==> config.mk <==
export PLATFORM = sky130hd
export DESIGN_NAME = gamepad_serial_port_unit
export DESIGN_NICKNAME = d
export VERILOG_FILES = /design/src/sv/gsp_pkg.sv /design/src/sv/gsp_cfg_regs.sv /design/src/sv/gsp_in_stage.sv /design/src/sv/gsp_pad_core.sv /design/src/sv/gamepad_serial_port_unit.sv
export SDC_FILE = /design/constraint.sdc
export NUM_CORES = 1
export LEC_CHECK = 0
export ABC_AREA = 1
export BUFFER_PORTS_ARGS = -buffer_cell sky130_fd_sc_hd__buf_2
export CAP_MARGIN = 20
export CORE_AREA = 2 2 127 129
export CTS_CLUSTER_DIAMETER = 30
export CTS_CLUSTER_SIZE = 14
export DETAILED_ROUTE_END_ITERATION = 8
export DIE_AREA = 0 0 129 131
export PLACE_DENSITY = 0.78
export SETUP_SLACK_MARGIN = 0.5
export SLEW_MARGIN = 20
export SYNTH_ARGS = -nofsm -noshare
export SYNTH_HDL_FRONTEND = slang
export SYNTH_HIERARCHICAL = 1
export SYNTH_SLANG_ARGS = --single-unit
==> constraint.sdc <==
create_clock -name clk -period 8.5 [get_ports clk]
set_clock_uncertainty 0.15 [all_clocks]
set_input_delay 1.275 -clock clk [delete_from_list [all_inputs] [get_ports clk]]
set_output_delay 1.275 -clock clk [all_outputs]
set_load 0.1 [all_outputs]
==> src/sv/gsp_pkg.sv <==
`default_nettype none

package gsp_pkg;

    localparam int ADDR_W = 4;
    localparam int DATA_W = 32;
    localparam int DZ_W   = 15;
    localparam int POS_W  = 4;

    localparam logic [2:0] OP_STROBE = 3'd0;
    localparam logic [2:0] OP_READ   = 3'd1;
    localparam logic [2:0] OP_SET    = 3'd2;
    localparam logic [2:0] OP_AXIS   = 3'd3;
    localparam logic [2:0] OP_HAT    = 3'd4;
    localparam logic [2:0] OP_JOY    = 3'd5;

    localparam logic [2:0] BTN_A      = 3'd0;
    localparam logic [2:0] BTN_B      = 3'd1;
    localparam logic [2:0] BTN_SELECT = 3'd2;
    localparam logic [2:0] BTN_START  = 3'd3;
    localparam logic [2:0] BTN_UP     = 3'd4;
    localparam logic [2:0] BTN_DOWN   = 3'd5;
    localparam logic [2:0] BTN_LEFT   = 3'd6;
    localparam logic [2:0] BTN_RIGHT  = 3'd7;

    localparam logic [1:0] REG_DEADZONE = 2'd0;
    localparam logic [1:0] REG_PAD1_MAP = 2'd1;
    localparam logic [1:0] REG_PAD2_MAP = 2'd2;

    localparam logic [DZ_W-1:0]   DEADZONE_RST = 15'd8000;
    localparam logic [DATA_W-1:0] MAP_RST      = 32'h0908_0001;

    localparam logic [7:0] RD_PRESSED  = 8'h41;
    localparam logic [7:0] RD_RELEASED = 8'h40;
    localparam logic [7:0] RD_DONE     = 8'h01;
    localparam logic [POS_W-1:0] POS_END = 4'd8;

    localparam logic [7:0] JOY_FIX_B0      = 8'd0;
    localparam logic [7:0] JOY_FIX_A0      = 8'd1;
    localparam logic [7:0] JOY_FIX_A1      = 8'd4;
    localparam logic [7:0] JOY_FIX_B1      = 8'd5;
    localparam logic [7:0] JOY_FIX_SELECT  = 8'd8;
    localparam logic [7:0] JOY_FIX_START   = 8'd9;

    typedef struct packed {
        logic [2:0]         opcode;
        logic               player;
        logic [7:0]         data;
        logic [2:0]         button;
        logic               pressed;
        logic               axis;
        logic signed [15:0] axis_value;
    } item_t;

    typedef struct packed {
        logic [DZ_W-1:0]   deadzone;
        logic [DATA_W-1:0] pad1_map;
        logic [DATA_W-1:0] pad2_map;
    } cfg_t;

endpackage

`default_nettype wire

==> src/sv/gsp_cfg_regs.sv <==
`default_nettype none

module gsp_cfg_regs (
    input  wire logic                        clk,
    input  wire logic                        rst_n,
    input  wire logic                        psel,
    input  wire logic                        penable,
    input  wire logic                        pwrite,
    input  wire logic [gsp_pkg::ADDR_W-1:0]  paddr,
    input  wire logic [gsp_pkg::DATA_W-1:0]  pwdata,
    output logic      [gsp_pkg::DATA_W-1:0]  prdata,
    output logic                             pready,
    output gsp_pkg::cfg_t                    cfg
);
    import gsp_pkg::*;

    logic [DZ_W-1:0]   deadzone_reg;
    logic [DATA_W-1:0] pad1_map_reg;
    logic [DATA_W-1:0] pad2_map_reg;
    logic [1:0]        reg_index;
    logic              wr_en;

    assign reg_index = paddr[3:2];
    assign wr_en     = psel && penable && pwrite;
    assign pready    = 1'b1;

    always_ff @(posedge clk or negedge rst_n)
    begin
        if (!rst_n)
        begin
            deadzone_reg <= DEADZONE_RST;
            pad1_map_reg <= MAP_RST;
            pad2_map_reg <= MAP_RST;
        end
        else if (wr_en)
        begin
            case (reg_index)
                REG_DEADZONE: deadzone_reg <= pwdata[DZ_W-1:0];
                REG_PAD1_MAP: pad1_map_reg <= pwdata;
                REG_PAD2_MAP: pad2_map_reg <= pwdata;
                default:      ;
            endcase
        end
    end

    always_comb
    begin
        case (reg_index)
            REG_DEADZONE: prdata = {{(DATA_W-DZ_W){1'b0}}, deadzone_reg};
            REG_PAD1_MAP: prdata = pad1_map_reg;
            REG_PAD2_MAP: prdata = pad2_map_reg;
            default:      prdata = '0;
        endcase
    end

    assign cfg.deadzone = deadzone_reg;
    assign cfg.pad1_map = pad1_map_reg;
    assign cfg.pad2_map = pad2_map_reg;

endmodule

`default_nettype wire

==> src/sv/gsp_in_stage.sv <==
`default_nettype none

module gsp_in_stage (
    input  wire logic           clk,
    input  wire logic           rst_n,
    input  wire logic           take,
    input  wire logic           advance,
    input  wire gsp_pkg::item_t item_in,
    output logic                item_valid,
    output gsp_pkg::item_t      item_out
);
    import gsp_pkg::*;

    logic  valid_reg;
    logic  valid_next;
    item_t item_reg;

    always_comb
    begin
        valid_next = valid_reg;
        if (take)
            valid_next = 1'b1;
        else if (advance)
            valid_next = 1'b0;
    end

    always_ff @(posedge clk or negedge rst_n)
    begin
        if (!rst_n)
            valid_reg <= 1'b0;
        else
            valid_reg <= valid_next;
    end

    always_ff @(posedge clk)
    begin
        if (take)
            item_reg <= item_in;
    end

    assign item_valid = valid_reg;
    assign item_out   = item_reg;

endmodule

`default_nettype wire

==> src/sv/gsp_pad_core.sv <==
`default_nettype none

module gsp_pad_core (
    input  wire logic           clk,
    input  wire logic           rst_n,
    input  wire logic           advance,
    input  wire logic           out_stall,
    input  wire gsp_pkg::item_t item,
    input  wire gsp_pkg::cfg_t  cfg,
    output logic                out_valid,
    output logic [7:0]          read_data
);
    import gsp_pkg::*;

    logic              strobe_reg;
    logic              strobe_next;
    logic [POS_W-1:0]  pos_reg   [2];
    logic [POS_W-1:0]  pos_next  [2];
    logic [7:0]        bits_reg  [2];
    logic [7:0]        bits_next [2];
    logic              out_valid_reg;
    logic              out_valid_next;
    logic [7:0]        read_data_reg;
    logic [7:0]        read_data_next;

    logic [POS_W-1:0]  pos_cur;
    logic [7:0]        bits_cur;
    logic [7:0]        bits_new;
    logic [DATA_W-1:0] map_cur;
    logic signed [16:0] val_ext;
    logic signed [16:0] dz_ext;
    logic [2:0]        neg_btn;
    logic [2:0]        pos_btn;

    assign pos_cur  = pos_reg[item.player];
    assign bits_cur = bits_reg[item.player];
    assign map_cur  = item.player ? cfg.pad2_map : cfg.pad1_map;
    assign val_ext  = {item.axis_value[15], item.axis_value};
    assign dz_ext   = {2'b00, cfg.deadzone};
    assign neg_btn  = item.axis ? BTN_UP : BTN_LEFT;
    assign pos_btn  = item.axis ? BTN_DOWN : BTN_RIGHT;

    always_comb
    begin
        strobe_next    = strobe_reg;
        pos_next       = pos_reg;
        bits_next      = bits_reg;
        bits_new       = bits_cur;
        read_data_next = 8'h00;

        case (item.opcode)
            OP_STROBE:
            begin
                if (!item.data[0] && strobe_reg)
                begin
                    pos_next[0] = '0;
                    pos_next[1] = '0;
                end
                strobe_next = item.data[0];
            end
            OP_READ:
            begin
                if (!pos_cur[3])
                begin
                    read_data_next = bits_cur[pos_cur[2:0]] ? RD_PRESSED : RD_RELEASED;
                    if (!strobe_reg)
                        pos_next[item.player] = pos_cur + POS_W'(1);
                end
                else
                    read_data_next = RD_DONE;
            end
            OP_SET:
                bits_new[item.button] = item.pressed;
            OP_AXIS:
            begin
                if (val_ext < -dz_ext)
                begin
                    bits_new[neg_btn] = 1'b1;
                    bits_new[pos_btn] = 1'b0;
                end
                else if (val_ext > dz_ext)
                begin
                    bits_new[pos_btn] = 1'b1;
                    bits_new[neg_btn] = 1'b0;
                end
                else
                begin
                    bits_new[neg_btn] = 1'b0;
                    bits_new[pos_btn] = 1'b0;
                end
            end
            OP_HAT:
            begin
                bits_new[BTN_UP]    = item.data[0];
                bits_new[BTN_DOWN]  = item.data[2];
                bits_new[BTN_LEFT]  = item.data[3];
                bits_new[BTN_RIGHT] = item.data[1];
            end
            OP_JOY:
            begin
                priority if (item.data == map_cur[7:0])
                    bits_new[BTN_A] = item.pressed;
                else if (item.data == map_cur[15:8])
                    bits_new[BTN_B] = item.pressed;
                else if (item.data == map_cur[23:16])
                    bits_new[BTN_START] = item.pressed;
                else if (item.data == map_cur[31:24])
                    bits_new[BTN_SELECT] = item.pressed;
                else
                    ;
                case (item.data)
                    JOY_FIX_B0, JOY_FIX_B1: bits_new[BTN_B]      = item.pressed;
                    JOY_FIX_A0, JOY_FIX_A1: bits_new[BTN_A]      = item.pressed;
                    JOY_FIX_SELECT:         bits_new[BTN_SELECT] = item.pressed;
                    JOY_FIX_START:          bits_new[BTN_START]  = item.pressed;
                    default:                ;
                endcase
            end
            default: ;
        endcase

        bits_next[item.player] = bits_new;
    end

    always_comb
    begin
        out_valid_next = out_valid_reg;
        if (advance)
            out_valid_next = 1'b1;
        else if (!out_stall)
            out_valid_next = 1'b0;
    end

    always_ff @(posedge clk or negedge rst_n)
    begin
        if (!rst_n)
        begin
            strobe_reg    <= 1'b1;
            pos_reg[0]    <= '0;
            pos_reg[1]    <= '0;
            bits_reg[0]   <= '0;
            bits_reg[1]   <= '0;
            out_valid_reg <= 1'b0;
        end
        else
        begin
            out_valid_reg <= out_valid_next;
            if (advance)
            begin
                strobe_reg <= strobe_next;
                pos_reg    <= pos_next;
                bits_reg   <= bits_next;
            end
        end
    end

    always_ff @(posedge clk)
    begin
        if (advance)
            read_data_reg <= read_data_next;
    end

    assign out_valid = out_valid_reg;
    assign read_data = read_data_reg;

    a_pos_bound: assert property (@(posedge clk) disable iff (!rst_n)
        pos_reg[0] <= POS_END && pos_reg[1] <= POS_END)
        else $error("read position past end");

    a_nonread_zero: assert property (@(posedge clk) disable iff (!rst_n)
        advance && item.opcode != OP_READ |=> read_data_reg == 8'h00)
        else $error("non-read transfer returned data");

    a_strobe_rewind: assert property (@(posedge clk) disable iff (!rst_n)
        advance && item.opcode == OP_STROBE && !item.data[0] && strobe_reg
        |=> pos_reg[0] == '0 && pos_reg[1] == '0)
        else $error("strobe fall did not rewind");

    a_hold_on_stall: assert property (@(posedge clk) disable iff (!rst_n)
        out_valid_reg && out_stall |-> !advance)
        else $error("result overwritten while stalled");

endmodule

`default_nettype wire

==> src/sv/gamepad_serial_port_unit.sv <==
// Two-player game-pad port.
// Input channel: in_valid/in_stall with opcode, player, data, button,
// pressed, axis, axis_value; a transfer happens on a clock edge with
// in_valid high and in_stall low. Every input transfer yields exactly one
// output transfer on out_valid/out_stall carrying read_data (the port byte
// for a read, zero otherwise).
// An item taken into the input register moves on into the result register,
// which then raises out_valid.
// Throughput: one item per cycle unless stalled; input and result registers
// form a two-entry pipeline updating button, strobe and position state in order.
// When the receiver stalls, the result holds; the input register still
// takes one more item, then in_stall rises until the result is taken.
// Configuration: APB port, deadzone at 0x0, pad maps at 0x4 and 0x8, one
// write per setup/access pair, pready always high; write only when idle.
// Reset (rst_n low, asynchronous): both pipeline stages empty, strobe high,
// positions zero, all buttons released, registers at defaults.
`default_nettype none

module gamepad_serial_port_unit (
    input  wire logic                        clk,
    input  wire logic                        rst_n,
    input  wire logic                        in_valid,
    output logic                             in_stall,
    input  wire logic [2:0]                  opcode,
    input  wire logic                        player,
    input  wire logic [7:0]                  data,
    input  wire logic [2:0]                  button,
    input  wire logic                        pressed,
    input  wire logic                        axis,
    input  wire logic signed [15:0]          axis_value,
    output logic                             out_valid,
    input  wire logic                        out_stall,
    output logic [7:0]                       read_data,
    input  wire logic                        psel,
    input  wire logic                        penable,
    input  wire logic                        pwrite,
    input  wire logic [gsp_pkg::ADDR_W-1:0]  paddr,
    input  wire logic [gsp_pkg::DATA_W-1:0]  pwdata,
    output logic      [gsp_pkg::DATA_W-1:0]  prdata,
    output logic                             pready
);
    import gsp_pkg::*;

    item_t item_in;
    item_t item_q;
    cfg_t  cfg;
    logic  item_valid;
    logic  out_free;
    logic  advance;
    logic  take;

    assign item_in.opcode     = opcode;
    assign item_in.player     = player;
    assign item_in.data       = data;
    assign item_in.button     = button;
    assign item_in.pressed    = pressed;
    assign item_in.axis       = axis;
    assign item_in.axis_value = axis_value;

    assign out_free = !out_valid || !out_stall;
    assign advance  = item_valid && out_free;
    assign in_stall = item_valid && !out_free;
    assign take     = in_valid && !in_stall;

    gsp_cfg_regs u_cfg (
        .clk     (clk),
        .rst_n   (rst_n),
        .psel    (psel),
        .penable (penable),
        .pwrite  (pwrite),
        .paddr   (paddr),
        .pwdata  (pwdata),
        .prdata  (prdata),
        .pready  (pready),
        .cfg     (cfg)
    );

    gsp_in_stage u_in (
        .clk        (clk),
        .rst_n      (rst_n),
        .take       (take),
        .advance    (advance),
        .item_in    (item_in),
        .item_valid (item_valid),
        .item_out   (item_q)
    );

    gsp_pad_core u_core (
        .clk       (clk),
        .rst_n     (rst_n),
        .advance   (advance),
        .out_stall (out_stall),
        .item      (item_q),
        .cfg       (cfg),
        .out_valid (out_valid),
        .read_data (read_data)
    );

endmodule

`default_nettype wire

==> impl_metrics.yaml <==
worst_setup_path:
  critPathCaptureType: "output pin"
  worstSetupStartpoint: "paddr[3]"
  reg2reg_slack_ns: 4.59
  cp.required_ns: 7.07
  startpoint_type: "input pin"
  endpoint: "prdata[8]"
  worstSetupPathType: "input pin to output pin"
  worstPathArrival_ns: 2.82
  rr_worst_depth: 25
  timing.rr.start: "u_cfg/deadzone_reg[0]$_DFFE_PN0P_"
  worstPathMaxFanout: 33
  r2r-end: "u_core/bits_reg[15]$_DFFE_PN0P_"
outcome:
  outcome: "complete, no violations"
synthesis:
  synth_area_leader_cell: "nand2_1"
  ys_seq_elements: 141
  synthCells: 1283
  syn_area_per_cell_sq_um: 7.12
  ys_warn_count: 6
  synth-edff-count: 35
  synth_ff_type: "dfrtp_1"
  synth_top_area_share_pct: 26.3
  ys_types: 48
  postSynth.asyncResetShare_pct: 75.2
  ys_seq_area_share_pct: 40.7
  synthTopCellsByCount: "641 x nand2_1, 105 x inv_1, 91 x dfrtp_1, 91 x nand3_1, 53 x nor2_1"
  synth_area_sq_um: 9140
  synthTopCellsByArea: "nand2_1 26%, dfrtp_1 25%, edfxtp_1 12%, nand3_1 5.0%, ha_1 4.5%"
  synth.most_common_cell: "nand2_1"
clock_tree:
  postCtsHoldBufs: 0
  cts-root-buf: "clkbuf_16"
  cts_tree: "yes"
  insertion_delay_ns: 0.42
  htree_levels: 4
  clock_path_buffers: 2
  cts-buffers-inserted: 17
  clock_sinks: 141
  path_clk_slew_ns: 0.06
  cts_setup_buffers: 0
  cts_resized: 0
sta:
  rsz0062_at_grt: "no"
  worst_slew_pin_slew_ns: 0.925
  period_share_pct: 50.0
  max_freq_mhz: 235
  slew_headroom_pct: 38.2
  drv_slew: 0
  finalSetupTns_ns: 0
  setup_viol_count_final: 0
  fin_crit_ns: 4.25
  final_hold_viol_count: 0
  hold_slack_ns: 0.325
floorplanning:
  initial_core_util_pct: 58.6
  coreArea_sq_um: 15600
  ioPinCount: 119
  die_w_um: 129
  die_y_um: 131
  fp-row-count: 46
  die_area_sq_um: 16900
pwr:
  combPwrFrac_pct: 36.0
  cellPowerDensity_nw_per_um2: 265
  switching_power_mw: 1.12
  ir_drop_v: 0.000169
  p_clk_share_pct: 26.7
  p_leak_nw: 5.59
  p_seq_share_pct: 37.4
  p_int_mw: 1.57
  p_sw_share_pct: 41.5
cells_and_area:
  finalNetCount: 1484
  layout-drive-gt1-share_pct: 15.8
  seq_area_sq_um: 3720
  largest_register_ffs: 33
  fill_cells: 1406
  synthToLayoutAreaGrowth_pct: 11.3
  n_antenna_cell: 0
  multiInputGateArea_sq_um: 4590
  fin_area_sq_um: 10200
detailed_routing:
  routed_wl_mm: 23.9
  vias: 8544
  dr.pass1.iters: 5
  wl_per_cell_um: 14.9
  drt_iter0_drc: 736
  drc: 0
  vias_per_cell: 5.33
  ant_nets: 0
grt:
  grt_pass1_vias: 8123
  grt_first_pass_wirelength_mm: 38.7
  track_usage_pct: 29.2
  gr-total-overflow: 0
  antenna_found_initial: 0
  grt_max_degree: 64
placement:
  io_buffer_count: 109
  placement.cell_area_sq_um: 9590
  gp_congestion: 0.900
  dp_hpwl_mm: 16.4
flow_run:
  cap_violations: 0
hold_path:
  hold_path.class: "register to register"
==> cells in the final DEF, fill, tap and decap left out, types with 3 or more instances in the layout <==
cell       count
inv_2          5
nand2_2       34
a21oi_1       15
edfxtp_1      35
o211ai_1       4
buf_2        108
conb_1         7
a31oi_1        4
o21ai_0       26
nor3_1        10
clkbuf_16     19
dfstp_2       15
xor2_1        14
dfrtp_1       91
ha_1          33
buf_4          5
or2_2          5
nand3_1       91
clkinv_2       5
inv_1        105
o31ai_1        4
o22ai_1        3
nor2_1        53
nor4_1         5
nand4_1        9
clkbuf_8       3
nand2_1      641
nand2_4        4
nor2_4         4
o21ai_1        4
==> routing by layer <==
metal	up-vias	global-route usage [%]	wire length, um
li1	4195	-	-
met1	3949	36.8	10100
met2	347	50.6	11700
met3	53	4.60	1530
met4	0	12.0	616
met5	-	0	0
==> stage by stage <==
stage	setup WS (ns)	power, mW	utilization (%)	std cells
global placement	4.31	1.94	61.5	1572
finish	4.25	2.69	65.2	1604
global route	4.08	2.86	65.2	1604
detailed placement	4.30	1.97	61.5	1572
CTS	4.27	2.69	65.2	1604
floorplan	4.61	1.75	-	1288
==> cells by family (layout without fill, tap and decap cells) <==
logic type / after synthesis / after routing / share of synthesized area [%]
AOI/OAI and AO/OA: 70 / 70 / 4.46
xor gates and xnor gates: 14 / 14 / 1.34
adders and majority gates: 33 / 33 / 4.52
buffers and inverters: 159 / 259 / 9.27
DFF: 141 / 141 / 40.7
muxes: 1 / 1 / 0.110
other: 2 / 7 / 0.0822
and+or+nand+nor: 863 / 863 / 39.5
==> worst min path at each step <==
stage	slack [ns]	cells after the start	start	to
final	0.32	2	u_core/bits_reg[2]$_DFFE_PN0P_	u_core/bits_reg[2]$_DFFE_PN0P_
after global routing	0.34	2	u_cfg/pad2_map_reg[24]$_DFFE_PN1P_	u_cfg/pad2_map_reg[24]$_DFFE_PN1P_
after CTS	0.32	2	u_core/bits_reg[2]$_DFFE_PN0P_	u_core/bits_reg[2]$_DFFE_PN0P_
after detailed placement	0.31	2	u_core/bits_reg[2]$_DFFE_PN0P_	u_core/bits_reg[2]$_DFFE_PN0P_
after global placement	0.31	2	u_core/bits_reg[2]$_DFFE_PN0P_	u_core/bits_reg[2]$_DFFE_PN0P_
after floorplan	0.29	1	u_core/pos_reg[0]$_DFFE_PN0P_	u_core/pos_reg[0]$_DFFE_PN0P_
==> worst max-delay path, stage by stage <==
cell     delay (ns)
buf_2          0.14
inv_2          0.08
nand2_4        0.06
inv_2          0.52
nand2_1        0.13
nand3_1        0.16
buf_2          0.44
==> power groups by stage <==
stage | clock network [mW] | logic [mW] | registers, mW
after global placement | 0 | 0.930 | 1.01
after floorplan | 0 | 0.747 | 1.01
after detailed placement | 0 | 0.959 | 1.01
final | 0.717 | 0.968 | 1.01
after global routing | 0.753 | 1.08 | 1.03
after CTS | 0.726 | 0.965 | 1.00
==> cell type report <==
cell class	count	share of cell area (%)
sequential	141	36.6
clock inverter	9	0.541
multi-input combinational	988	45.1
timing repair buffer	113	5.68
clock buffer	23	5.12
tap	216	2.66
inverter	114	4.28
Power figures use the tool's default switching activity.
